`config.mk`:
```
export PLATFORM = sky130hd
export DESIGN_NAME = joystick_differential_drive_mixer
export DESIGN_NICKNAME = d
export VERILOG_FILES = /design/src/hdl/jddm_pkg.sv /design/src/hdl/joystick_differential_drive_mixer.sv
export VERILOG_INCLUDE_DIRS = /design/src /design/src/hdl
export SDC_FILE = /design/constraint.sdc
export NUM_CORES = 1
export LEC_CHECK = 0
export ABC_AREA = 1
export BUFFER_PORTS_ARGS = -buffer_cell sky130_fd_sc_hd__buf_2
export CAP_MARGIN = 20
export CORE_AREA = 2 2 258 311
export DETAILED_ROUTE_END_ITERATION = 6
export DIE_AREA = 0 0 260 313
export GPL_ROUTABILITY_DRIVEN = 1
export GPL_TIMING_DRIVEN = 1
export PLACE_DENSITY = 0.58
export REMOVE_ABC_BUFFERS = 1
export SLEW_MARGIN = 20
export SYNTH_ARGS = -nofsm -noshare
export SYNTH_HDL_FRONTEND = slang
export SYNTH_SLANG_ARGS = --single-unit
```
`constraint.sdc`:
```
create_clock -name clock -period 18.4 [get_ports clock]
set_input_delay 0.92 -clock clock [delete_from_list [all_inputs] [get_ports clock]]
set_output_delay 0.92 -clock clock [all_outputs]
set_load 0.02 [all_outputs]
```
`src/hdl/joystick_differential_drive_mixer_macros.svh`:
```
// Assertion macros used by the RTL of the drive mixer.
`ifndef JOYSTICK_DIFFERENTIAL_DRIVE_MIXER_MACROS_SVH
`define JOYSTICK_DIFFERENTIAL_DRIVE_MIXER_MACROS_SVH

// Same-cycle implication, checked at every rising clock edge outside reset.
`define JDDM_ASSERT_NOW(label, clk, rst, ante, cons, msg) \
   label: assert property (@(posedge clk) disable iff (rst) (ante) |-> (cons)) \
      else $error(msg);

// Next-cycle implication, checked at every rising clock edge outside reset.
`define JDDM_ASSERT_NEXT(label, clk, rst, ante, cons, msg) \
   label: assert property (@(posedge clk) disable iff (rst) (ante) |=> (cons)) \
      else $error(msg);

`endif

```
`src/hdl/jddm_pkg.sv`:
```
package jddm_pkg;

   typedef logic signed [31:0] q_type;

   typedef enum logic [1:0] {
      DIR_IDLE = 2'd0,
      DIR_BWD  = 2'd1,
      DIR_FWD  = 2'd2
   } dir_type;

   localparam logic [1:0] CSR_DEAD_LOW  = 2'd0;
   localparam logic [1:0] CSR_DEAD_HIGH = 2'd1;
   localparam logic [1:0] CSR_MOTOR_TOP = 2'd2;

   localparam logic [9:0]  DeadLowReset  = 10'd470;
   localparam logic [9:0]  DeadHighReset = 10'd550;
   localparam logic [11:0] MotorTopReset = 12'd3999;

   // Q16 coefficients and offsets.
   localparam q_type KFwd    = 32'sd554434;
   localparam q_type KBwd    = 32'sd557619;
   localparam q_type FwdOffQ = 32'sd304742400;
   localparam q_type BwdOffQ = 32'sd262078464;

   localparam logic [25:0] KPan     = 26'd25237;
   localparam logic [25:0] KTilt    = 26'd25303;
   localparam logic [25:0] PanOffQ  = 26'd34996224;
   localparam logic [25:0] TiltOffQ = 26'd9175040;

endpackage

```
`src/hdl/joystick_differential_drive_mixer.sv`:
```
// Arcade-drive mixer for a two-motor car with a pan/tilt head. Each byte taken on the req
// channel is scaled by four and stored in the next of four axis slots (drive x, drive y,
// pan, tilt, round robin from drive x after reset); every word then yields one rsp word with
// both motor duties and directions and both servo compare values. One word is accepted per
// clock while rsp_tready keeps results flowing; its result is computed in the single stage
// between the axis registers and the result register. The result register lets the next word
// enter while a result still waits. The user must write the deadband and motor top on the
// csr port only while no word is in flight; the block itself does not enforce it.
`include "joystick_differential_drive_mixer_macros.svh"

module joystick_differential_drive_mixer (
   input  logic        clock,
   input  logic        reset,
   input  logic        req_tvalid,
   output logic        req_tready,
   input  logic [7:0]  req_tdata,   // rx_byte[7:0]
   output logic        rsp_tvalid,
   input  logic        rsp_tready,
   output logic [47:0] rsp_tdata,   // left_duty[11:0], right_duty[23:12], left_dir[25:24],
                                    // right_dir[27:26], pan_duty[37:28], tilt_duty[47:38]
   input  logic        csr_wen,
   input  logic [1:0]  csr_index,
   input  logic [11:0] csr_wdata
);

   logic [9:0]  dead_low_ff;
   logic [9:0]  dead_high_ff;
   logic [11:0] motor_top_ff;

   logic [1:0]  slot_ff;
   logic [9:0]  axis_ff [4];
   logic        mid_valid_ff;

   jddm_pkg::dir_type held_dir_ff [2];
   jddm_pkg::dir_type held_dir_in [2];
   logic [11:0]       held_duty_ff [2];
   logic [11:0]       held_duty_in [2];

   logic        rsp_valid_ff;
   logic [47:0] rsp_data_ff;
   logic [47:0] rsp_data_in;

   logic req_accept;
   logic mid_adv;

   logic [9:0] x;
   logic [9:0] y;
   logic       x_hi, x_lo, y_hi, y_lo, x_dead, y_dead;
   jddm_pkg::q_type fx, bx, fy, by;
   logic [25:0] pan_q;
   logic [25:0] tilt_q;

   function automatic logic [11:0] duty_of(input jddm_pkg::q_type q, input logic [11:0] top);
      logic [15:0] t;
      begin
         t = q[31:16];
         if (q[31]) begin
            duty_of = 12'd0;
         end else if (t > {4'd0, top}) begin
            duty_of = top;
         end else begin
            duty_of = t[11:0];
         end
      end
   endfunction

   assign mid_adv    = mid_valid_ff && (!rsp_valid_ff || rsp_tready);
   assign req_tready = !mid_valid_ff || mid_adv;
   assign req_accept = req_tvalid && req_tready;
   assign rsp_tvalid = rsp_valid_ff;
   assign rsp_tdata  = rsp_data_ff;

   always_ff @(posedge clock) begin
      if (reset) begin
         dead_low_ff  <= jddm_pkg::DeadLowReset;
         dead_high_ff <= jddm_pkg::DeadHighReset;
         motor_top_ff <= jddm_pkg::MotorTopReset;
      end else if (csr_wen) begin
         case (csr_index)
            jddm_pkg::CSR_DEAD_LOW: begin
               dead_low_ff <= csr_wdata[9:0];
            end
            jddm_pkg::CSR_DEAD_HIGH: begin
               dead_high_ff <= csr_wdata[9:0];
            end
            jddm_pkg::CSR_MOTOR_TOP: begin
               motor_top_ff <= csr_wdata;
            end
            default: begin
            end
         endcase
      end
   end

   always_ff @(posedge clock) begin
      if (reset) begin
         slot_ff      <= 2'd0;
         mid_valid_ff <= 1'b0;
         for (int i = 0; i < 4; i++) begin
            axis_ff[i] <= 10'd0;
         end
      end else begin
         if (req_accept) begin
            axis_ff[slot_ff] <= {req_tdata, 2'b00};
            slot_ff          <= slot_ff + 2'd1;
            mid_valid_ff     <= 1'b1;
         end else if (mid_adv) begin
            mid_valid_ff <= 1'b0;
         end
      end
   end

   always_comb begin
      x      = axis_ff[0];
      y      = axis_ff[1];
      x_hi   = x > dead_high_ff;
      x_lo   = x < dead_low_ff;
      y_hi   = y > dead_high_ff;
      y_lo   = y < dead_low_ff;
      x_dead = !x_hi && !x_lo;
      y_dead = !y_hi && !y_lo;

      fx = jddm_pkg::KFwd * jddm_pkg::q_type'({22'd0, x}) - jddm_pkg::FwdOffQ;
      fy = jddm_pkg::KFwd * jddm_pkg::q_type'({22'd0, y}) - jddm_pkg::FwdOffQ;
      bx = jddm_pkg::BwdOffQ - jddm_pkg::KBwd * jddm_pkg::q_type'({22'd0, x});
      by = jddm_pkg::BwdOffQ - jddm_pkg::KBwd * jddm_pkg::q_type'({22'd0, y});

      held_dir_in[0]  = held_dir_ff[0];
      held_dir_in[1]  = held_dir_ff[1];
      held_duty_in[0] = held_duty_ff[0];
      held_duty_in[1] = held_duty_ff[1];

      // With an inverted deadband several rules can match; the last one wins.
      if (y_dead && x_dead) begin
         held_duty_in[0] = 12'd0;
         held_duty_in[1] = 12'd0;
      end
      if (y_dead && x_hi) begin
         held_dir_in[0]  = jddm_pkg::DIR_FWD;
         held_dir_in[1]  = jddm_pkg::DIR_BWD;
         held_duty_in[0] = duty_of(fx, motor_top_ff);
         held_duty_in[1] = duty_of(fx, motor_top_ff);
      end
      if (y_dead && x_lo) begin
         held_dir_in[0]  = jddm_pkg::DIR_BWD;
         held_dir_in[1]  = jddm_pkg::DIR_FWD;
         held_duty_in[0] = duty_of(bx, motor_top_ff);
         held_duty_in[1] = duty_of(bx, motor_top_ff);
      end
      if (y_hi && x_dead) begin
         held_dir_in[0]  = jddm_pkg::DIR_FWD;
         held_dir_in[1]  = jddm_pkg::DIR_FWD;
         held_duty_in[0] = duty_of(fy, motor_top_ff);
         held_duty_in[1] = duty_of(fy, motor_top_ff);
      end
      if (y_lo && x_dead) begin
         held_dir_in[0]  = jddm_pkg::DIR_BWD;
         held_dir_in[1]  = jddm_pkg::DIR_BWD;
         held_duty_in[0] = duty_of(by, motor_top_ff);
         held_duty_in[1] = duty_of(by, motor_top_ff);
      end
      if (y_hi && x_hi) begin
         held_dir_in[0]  = jddm_pkg::DIR_FWD;
         held_dir_in[1]  = jddm_pkg::DIR_FWD;
         held_duty_in[0] = duty_of(fy + fx, motor_top_ff);
         held_duty_in[1] = duty_of(fy - fx, motor_top_ff);
      end
      if (y_hi && x_lo) begin
         held_dir_in[0]  = jddm_pkg::DIR_FWD;
         held_dir_in[1]  = jddm_pkg::DIR_FWD;
         held_duty_in[0] = duty_of(fy - bx, motor_top_ff);
         held_duty_in[1] = duty_of(fy + bx, motor_top_ff);
      end

      pan_q  = jddm_pkg::PanOffQ - jddm_pkg::KPan * {16'd0, axis_ff[2]};
      tilt_q = jddm_pkg::KTilt * {16'd0, axis_ff[3]} + jddm_pkg::TiltOffQ;

      rsp_data_in = {tilt_q[25:16], pan_q[25:16], held_dir_in[1], held_dir_in[0],
                     held_duty_in[1], held_duty_in[0]};
   end

   always_ff @(posedge clock) begin
      if (reset) begin
         rsp_valid_ff    <= 1'b0;
         held_dir_ff[0]  <= jddm_pkg::DIR_IDLE;
         held_dir_ff[1]  <= jddm_pkg::DIR_IDLE;
         held_duty_ff[0] <= 12'd0;
         held_duty_ff[1] <= 12'd0;
      end else begin
         if (mid_adv) begin
            rsp_valid_ff    <= 1'b1;
            held_dir_ff[0]  <= held_dir_in[0];
            held_dir_ff[1]  <= held_dir_in[1];
            held_duty_ff[0] <= held_duty_in[0];
            held_duty_ff[1] <= held_duty_in[1];
         end else if (rsp_tready) begin
            rsp_valid_ff <= 1'b0;
         end
      end
   end

   always_ff @(posedge clock) begin
      if (mid_adv) begin
         rsp_data_ff <= rsp_data_in;
      end
   end

   `JDDM_ASSERT_NEXT(a_accept_fills_stage, clock, reset, req_accept, mid_valid_ff,
                     "accepted word did not reach the compute stage")
   `JDDM_ASSERT_NEXT(a_stage_holds, clock, reset, mid_valid_ff && !mid_adv, mid_valid_ff,
                     "compute stage dropped a stalled word")
   `JDDM_ASSERT_NEXT(a_slot_steps, clock, reset, req_accept,
                     slot_ff == $past(slot_ff) + 2'd1, "axis slot did not advance by one")
   `JDDM_ASSERT_NOW(a_rsp_from_stage, clock, reset, $rose(rsp_valid_ff), $past(mid_adv),
                    "result word appeared without a computed word")

endmodule
```
==> results of run 1 <==
==> metal layers <==
metal / GRT usage [%] / part of all wire [%]
met1: 32.5 / 42
met2: 46.5 / 49
met3: 2.30 / 4.4
met4: 11.9 / 5.0
met5: 0 / 0
==> synthesized netlist by cell type, types with 3 or more instances <==
cell,n
nand4_1,54
o211ai_1,35
a21oi_2,22
nor4_1,13
buf_6,6
o2111ai_1,3
nand3_1,230
clkbuf_1,34
nand2_2,31
and2_1,6
or2_1,3
nand2_1,921
or2_2,13
a21boi_0,5
nor3_1,38
o31ai_1,4
o21a_1,14
a211oi_1,10
nor2_1,341
inv_2,6
a21o_1,19
nand2_4,4
o21ai_0,168
clkinv_1,18
a31oi_1,20
xor2_1,100
nand3b_1,25
ha_1,688
inv_1,844
nand3_2,8
a21oi_1,314
o21bai_1,23
dfxtp_1,36
o21ai_1,13
buf_2,21
nor2_2,13
fa_1,133
a31o_2,3
o221ai_1,9
a221oi_1,5
edfxtp_1,108
xnor2_1,21
==> logic make-up (layout without fill, tap and decap cells) <==
group | Yosys count | in the layout | synth area share, %
adder cells (fa/ha/maj) | 821 | 821 | 36.2
AO/OA/AOI/OAI | 678 | 678 | 12.5
buffers and inverters | 933 | 1014 | 11.5
flip-flops | 144 | 144 | 12.7
XOR/XNOR | 123 | 123 | 3.51
AND/OR/NAND/NOR | 1709 | 1709 | 23.5
==> path summary, 6_finish.rpt <==
path                                       endpoint  slack [ns]  cells past startpoint
setup / recovery  held_duty_ff[0][16]$_SDFFCE_PN0P_        8.09                     41
setup reg to reg  held_duty_ff[0][16]$_SDFFCE_PN0P_        8.09                     41
hold reg to reg         dead_low_ff[1]$_SDFFE_PP1P_        0.47                      2
hold / removal          dead_low_ff[1]$_SDFFE_PP1P_        0.47                      2
==> stage by stage <==
step                instances  setup WS (ns)  hold WS (ns)
detailed placement       5492           8.30         0.443
CTS                      5524           8.23         0.463
global placement         5491           8.43         0.440
floorplan                4343          10.23         0.430
global route             5524           7.11         0.495
finish                   5524           8.09         0.467
==> area by class of cell <==
type / instances / share of cell area, %
clock buffers: 19 / 1.30
clock inverters: 13 / 0.525
inverters: 868 / 9.76
multi-input cells: 3331 / 70.6
flip-flops and latches: 144 / 11.9
well taps: 1035 / 3.88
repair buffers: 114 / 2.03
==> critical path, delay by kind of cell, from the launching register on <==
kind	cells	cell delay, ns
XOR/XNOR	2	0.76
buffers and inverters	7	0.94
AO/OA/AOI/OAI	7	1.15
AND/OR/NAND/NOR	17	3.02
flip-flops	1	0.91
adder cells (fa/ha/maj)	8	3.33
==> sequential cells by signal, indices dropped and copies added (netlist names) <==
register / count
axis_ff: 32
dead_high_ff: 10
dead_low_ff: 10
held_dir_ff: 4
held_duty_ff: 24
mid_valid_ff: 1
motor_top_ff: 12
rsp_tdata: 48
rsp_tvalid: 1
slot_ff: 2
==> impl_metrics.env, run 1 <==
export IMPL_status="finished, final reports clean"
export IMPL_die_w_um=260
export IMPL_start_util_pct=39.7
export IMPL_startpoint="axis_ff[0][1]$_SDFFCE_PN0P_"
export IMPL_cp_max_fo=13
export IMPL_rows=113
export IMPL_grt_pass1_vias=28900
export IMPL_grt_overflow=0
export IMPL_holdCritStartpoint="dead_low_ff[1]$_SDFFE_PP1P_"
export IMPL_gp_congestion=1.03
export IMPL_cts_tree="done"
export IMPL_min_period_ns=10.31
export IMPL_async_flop_share_pct=0
export IMPL_r2r_start="axis_ff[0][1]$_SDFFCE_PN0P_"
export IMPL_port_buffers=76
export IMPL_ys_types=64
export IMPL_finalHoldViolCount=0
export IMPL_dpl_hpwl_mm=90.0
export IMPL_routedWlPerCell_um=19.3
export IMPL_dieArea_um2=81400
export IMPL_rsz0062_at_grt="no"
export IMPL_cp_end_kind="register"
export IMPL_synthToLayoutAreaGrowth_pct=7.26
export IMPL_vias=29200
export IMPL_postCtsSetupRepairBufs=0
export IMPL_slowest_stage="edfxtp_1"
export IMPL_ys_seq_area_share_pct=12.7
export IMPL_hold_class="register to register"
export IMPL_final_area_um2=33400
export IMPL_synth_ff_type="edfxtp_1"
export IMPL_layout_drive_gt1_share_pct=5.70
export IMPL_setup_tns_ns=0
export IMPL_cp_common_cell="nand2_1"
export IMPL_slowest_delay_ns=0.91
export IMPL_regArea_um2=3960
export IMPL_coreArea_um2=78500
export IMPL_drt_iter0_markers=2026
export IMPL_wl_mm=107
export IMPL_ys_seq_elements=144
export IMPL_maxSlewViolCount=0
export IMPL_cts_sinks=144
export IMPL_crit_type="register to register"
export IMPL_synth_top_area_share_pct=27.7
export IMPL_syn_area_um2=31100
export IMPL_diodes=0
export IMPL_ys_warn_count=0
export IMPL_die_h_um=313
export IMPL_worst_endpoint_arrival_ns=10.61
export IMPL_final_cell_mix="920 x nand2_1, 843 x inv_1, 688 x ha_1"
export IMPL_vias_per_cell=5.28
export IMPL_root_buffer="clkbuf_16"
export IMPL_avgSynthCellArea_um2=7.06
export IMPL_slew_headroom_pct=27.2
export IMPL_critPathLaunchType="register"
export IMPL_cts_path_max_buffers=2
export IMPL_io_pins=77
export IMPL_dpl_cell_area_um2=32800
export IMPL_multi_input_area_um2=23600
export IMPL_final_common_cell="nand2_1"
export IMPL_syn_inst=4408
export IMPL_yosys_area_top_type="ha_1"
export IMPL_final_util_pct=42.5
export IMPL_cp_required_ns=18.71
export IMPL_n_fill_cell=8309
export IMPL_worst_pin_slew_ns=1.08
export IMPL_cts_resized=0
export IMPL_clock_latency_ns=0.46
export IMPL_setup_violations=0
export IMPL_first_pass_iters=5
export IMPL_antenna_found_initial=0
export IMPL_cts_buffers_inserted=17
export IMPL_nNetsFinal=5324
export IMPL_max_cap_violations=0
export IMPL_max_freq_mhz=97.0
export IMPL_grt_max_degree=36
export IMPL_htree_levels=4
export IMPL_finClkSkew_ns=0.0172
export IMPL_synth_edf_count=108
export IMPL_synthTopCellsByArea="ha_1 28%, nand2_1 11%, edfxtp_1 10%, inv_1 10%, fa_1 8.6%"
export IMPL_clkTransAtPathRegs_ns=0.08
export IMPL_cts_hold_buf=0
export IMPL_drcViolationCount=0
export IMPL_grt_use_total_pct=26.4
export IMPL_grt_pass1_wl_mm=165
export IMPL_ant_nets=0
export IMPL_min_period_over_period_pct=56.0
Power of run 1 is not shown: default switching activity piles up to over one toggle a cycle in this logic, so the estimate is an artifact.
==> inputs of run 2 (changes only) <==
--- a/config.mk
+++ b/config.mk
@@ -14,7 +14,7 @@
 export DIE_AREA = 0 0 260 313
 export GPL_ROUTABILITY_DRIVEN = 1
 export GPL_TIMING_DRIVEN = 1
-export PLACE_DENSITY = 0.58
+export PLACE_DENSITY = 0.6
 export REMOVE_ABC_BUFFERS = 1
 export SLEW_MARGIN = 20
 export SYNTH_ARGS = -nofsm -noshare
==> constraint.sdc (replaced) <==
create_clock -name clock -period 9.1 [get_ports clock]
set_input_delay 0.455 -clock clock [delete_from_list [all_inputs] [get_ports clock]]
set_output_delay 0.455 -clock clock [all_outputs]
set_load 0.02 [all_outputs]
==> impl_metrics.env, run 2 (same netlist as run 1, synthesis figures left out) <==
export IMPL_die_h_um=313
export IMPL_gp_congestion=1.05
export IMPL_cts_sinks=144
export IMPL_drt_iter0_markers=2256
export IMPL_wl_met3_mm=5.14
export IMPL_instances_no_fill=5614
export IMPL_final_cell_mix="919 x nand2_1, 841 x inv_1, 684 x ha_1"
export IMPL_largest_reg_flops=48
export IMPL_layout_drive_gt1_share_pct=8.32
export IMPL_slowest_stage="edfxtp_1"
export IMPL_cp_end_kind="register"
export IMPL_min_period_over_period_pct=95.3
export IMPL_dpl_hpwl_mm=92.4
export IMPL_dieArea_um2=81400
export IMPL_cts_buffers_inserted=17
export IMPL_grt_use_total_pct=26.9
export IMPL_first_pass_iters=7
export IMPL_slowest_delay_ns=0.53
export IMPL_htree_levels=4
export IMPL_clkTransAtPathRegs_ns=0.09
export IMPL_routedWlPerCell_um=19.4
export IMPL_clock_latency_ns=0.50
export IMPL_grt_overflow=0
export IMPL_crit_type="register to register"
export IMPL_grt_max_degree=49
export IMPL_ant_nets=0
export IMPL_grt_pass1_vias=29200
export IMPL_setup_violations=0
export IMPL_cp_required_ns=9.29
export IMPL_worst_endpoint_arrival_ns=8.87
export IMPL_diodes=0
export IMPL_rows=113
export IMPL_n_fill_cell=8248
export IMPL_maxSlewViolCount=0
export IMPL_hold_class="input pin to register"
export IMPL_grt_pass1_wl_mm=167
export IMPL_vias=29500
export IMPL_coreArea_um2=78500
export IMPL_max_cap_violations=0
export IMPL_synthToLayoutAreaGrowth_pct=10.0
export IMPL_min_period_ns=8.68
export IMPL_vias_per_cell=5.25
export IMPL_start_util_pct=39.7
export IMPL_status="complete, but fails checks"
export IMPL_io_pins=77
export IMPL_cts_path_max_buffers=2
export IMPL_port_buffers=76
export IMPL_rsz0062_at_grt="yes"
export IMPL_met2WireLength_mm=52.9
export IMPL_drcViolationCount=4
export IMPL_slew_headroom_pct=25.4
export IMPL_nNetsFinal=5414
export IMPL_cp_max_fo=12
export IMPL_die_w_um=260
export IMPL_max_freq_mhz=115
export IMPL_violations="DRC"
export IMPL_critPathTopFamily="adder cells"
export IMPL_cp_common_cell="inv_1"
export IMPL_topRoutingLayerUsed="met5"
export IMPL_final_common_cell="nand2_1"
export IMPL_worst_pin_slew_ns=1.12
export IMPL_critPathLaunchType="register"
export IMPL_finalHoldViolCount=0
export IMPL_root_buffer="clkbuf_16"
export IMPL_antenna_found_initial=3
export IMPL_dp_cells=5566
export IMPL_cts_tree="done"
export IMPL_finClkSkew_ns=0.0271
export IMPL_m1WireLength_mm=44.6
export IMPL_path_buf_inv=8
export IMPL_wl_mm=109
## run 2: worst paths after layout
path              slack [ns]  depth (start not counted)                        start                     endpoint
setup / recovery        0.42                         38  axis_ff[0][4]$_SDFFCE_PN0P_      rsp_tdata[12]$_DFFE_PP_
hold / removal          0.19                          2                        reset      rsp_tvalid$_SDFFE_PP0P_
hold reg to reg         0.46                          2  dead_low_ff[1]$_SDFFE_PP1P_  dead_low_ff[1]$_SDFFE_PP1P_
setup reg to reg        0.42                         38  axis_ff[0][4]$_SDFFCE_PN0P_      rsp_tdata[12]$_DFFE_PP_
## run 2: repair_timing
action | 4_1_cts | 5_1_grt
setup endpoints to repair | 0 | 48
gates resized for setup | 0 | 43
buffers inserted | 0 | 16
hold buffers | 0 | 0
## run 2: final cells by class
type                            instances  area (µm²)  share of cell area [%]
Clock buffer                           18         429                    1.25
Clock inverter                         14         124                   0.362
Inverter                              868        3260                    9.51
Multi-Input combinational cell       3331       23800                    69.5
Sequential cell                       144        3960                    11.6
Tap cell                             1035        1290                    3.78
Timing Repair Buffer                  204        1390                    4.05
## run 2: layer usage
metal / up-vias / GRT usage (%)
li1: 14700 / -
met1: 13700 / 32.1
met2: 833 / 47.5
met3: 244 / 2.77
met4: 2 / 13.6
met5: - / 0
## run 2: through the flow
step | cell area (µm²) | setup TNS, ns | util (%) | hold WS, ns | worst slack (ns)
after floorplan | 30800 | 0 | - | 0.430 | 0.930
after global placement | 33400 | 0 | 42.5 | 0.444 | 0.353
after detailed placement | 33400 | 0 | 42.5 | 0.452 | 0.317
after CTS | 33900 | 0 | 43.2 | 0.175 | 0.214
after global routing | 34200 | -0.234 | 43.6 | 0.208 | -0.0428
final | 34200 | 0 | 43.6 | 0.187 | 0.425
Power of run 2 is left out for the same reason.
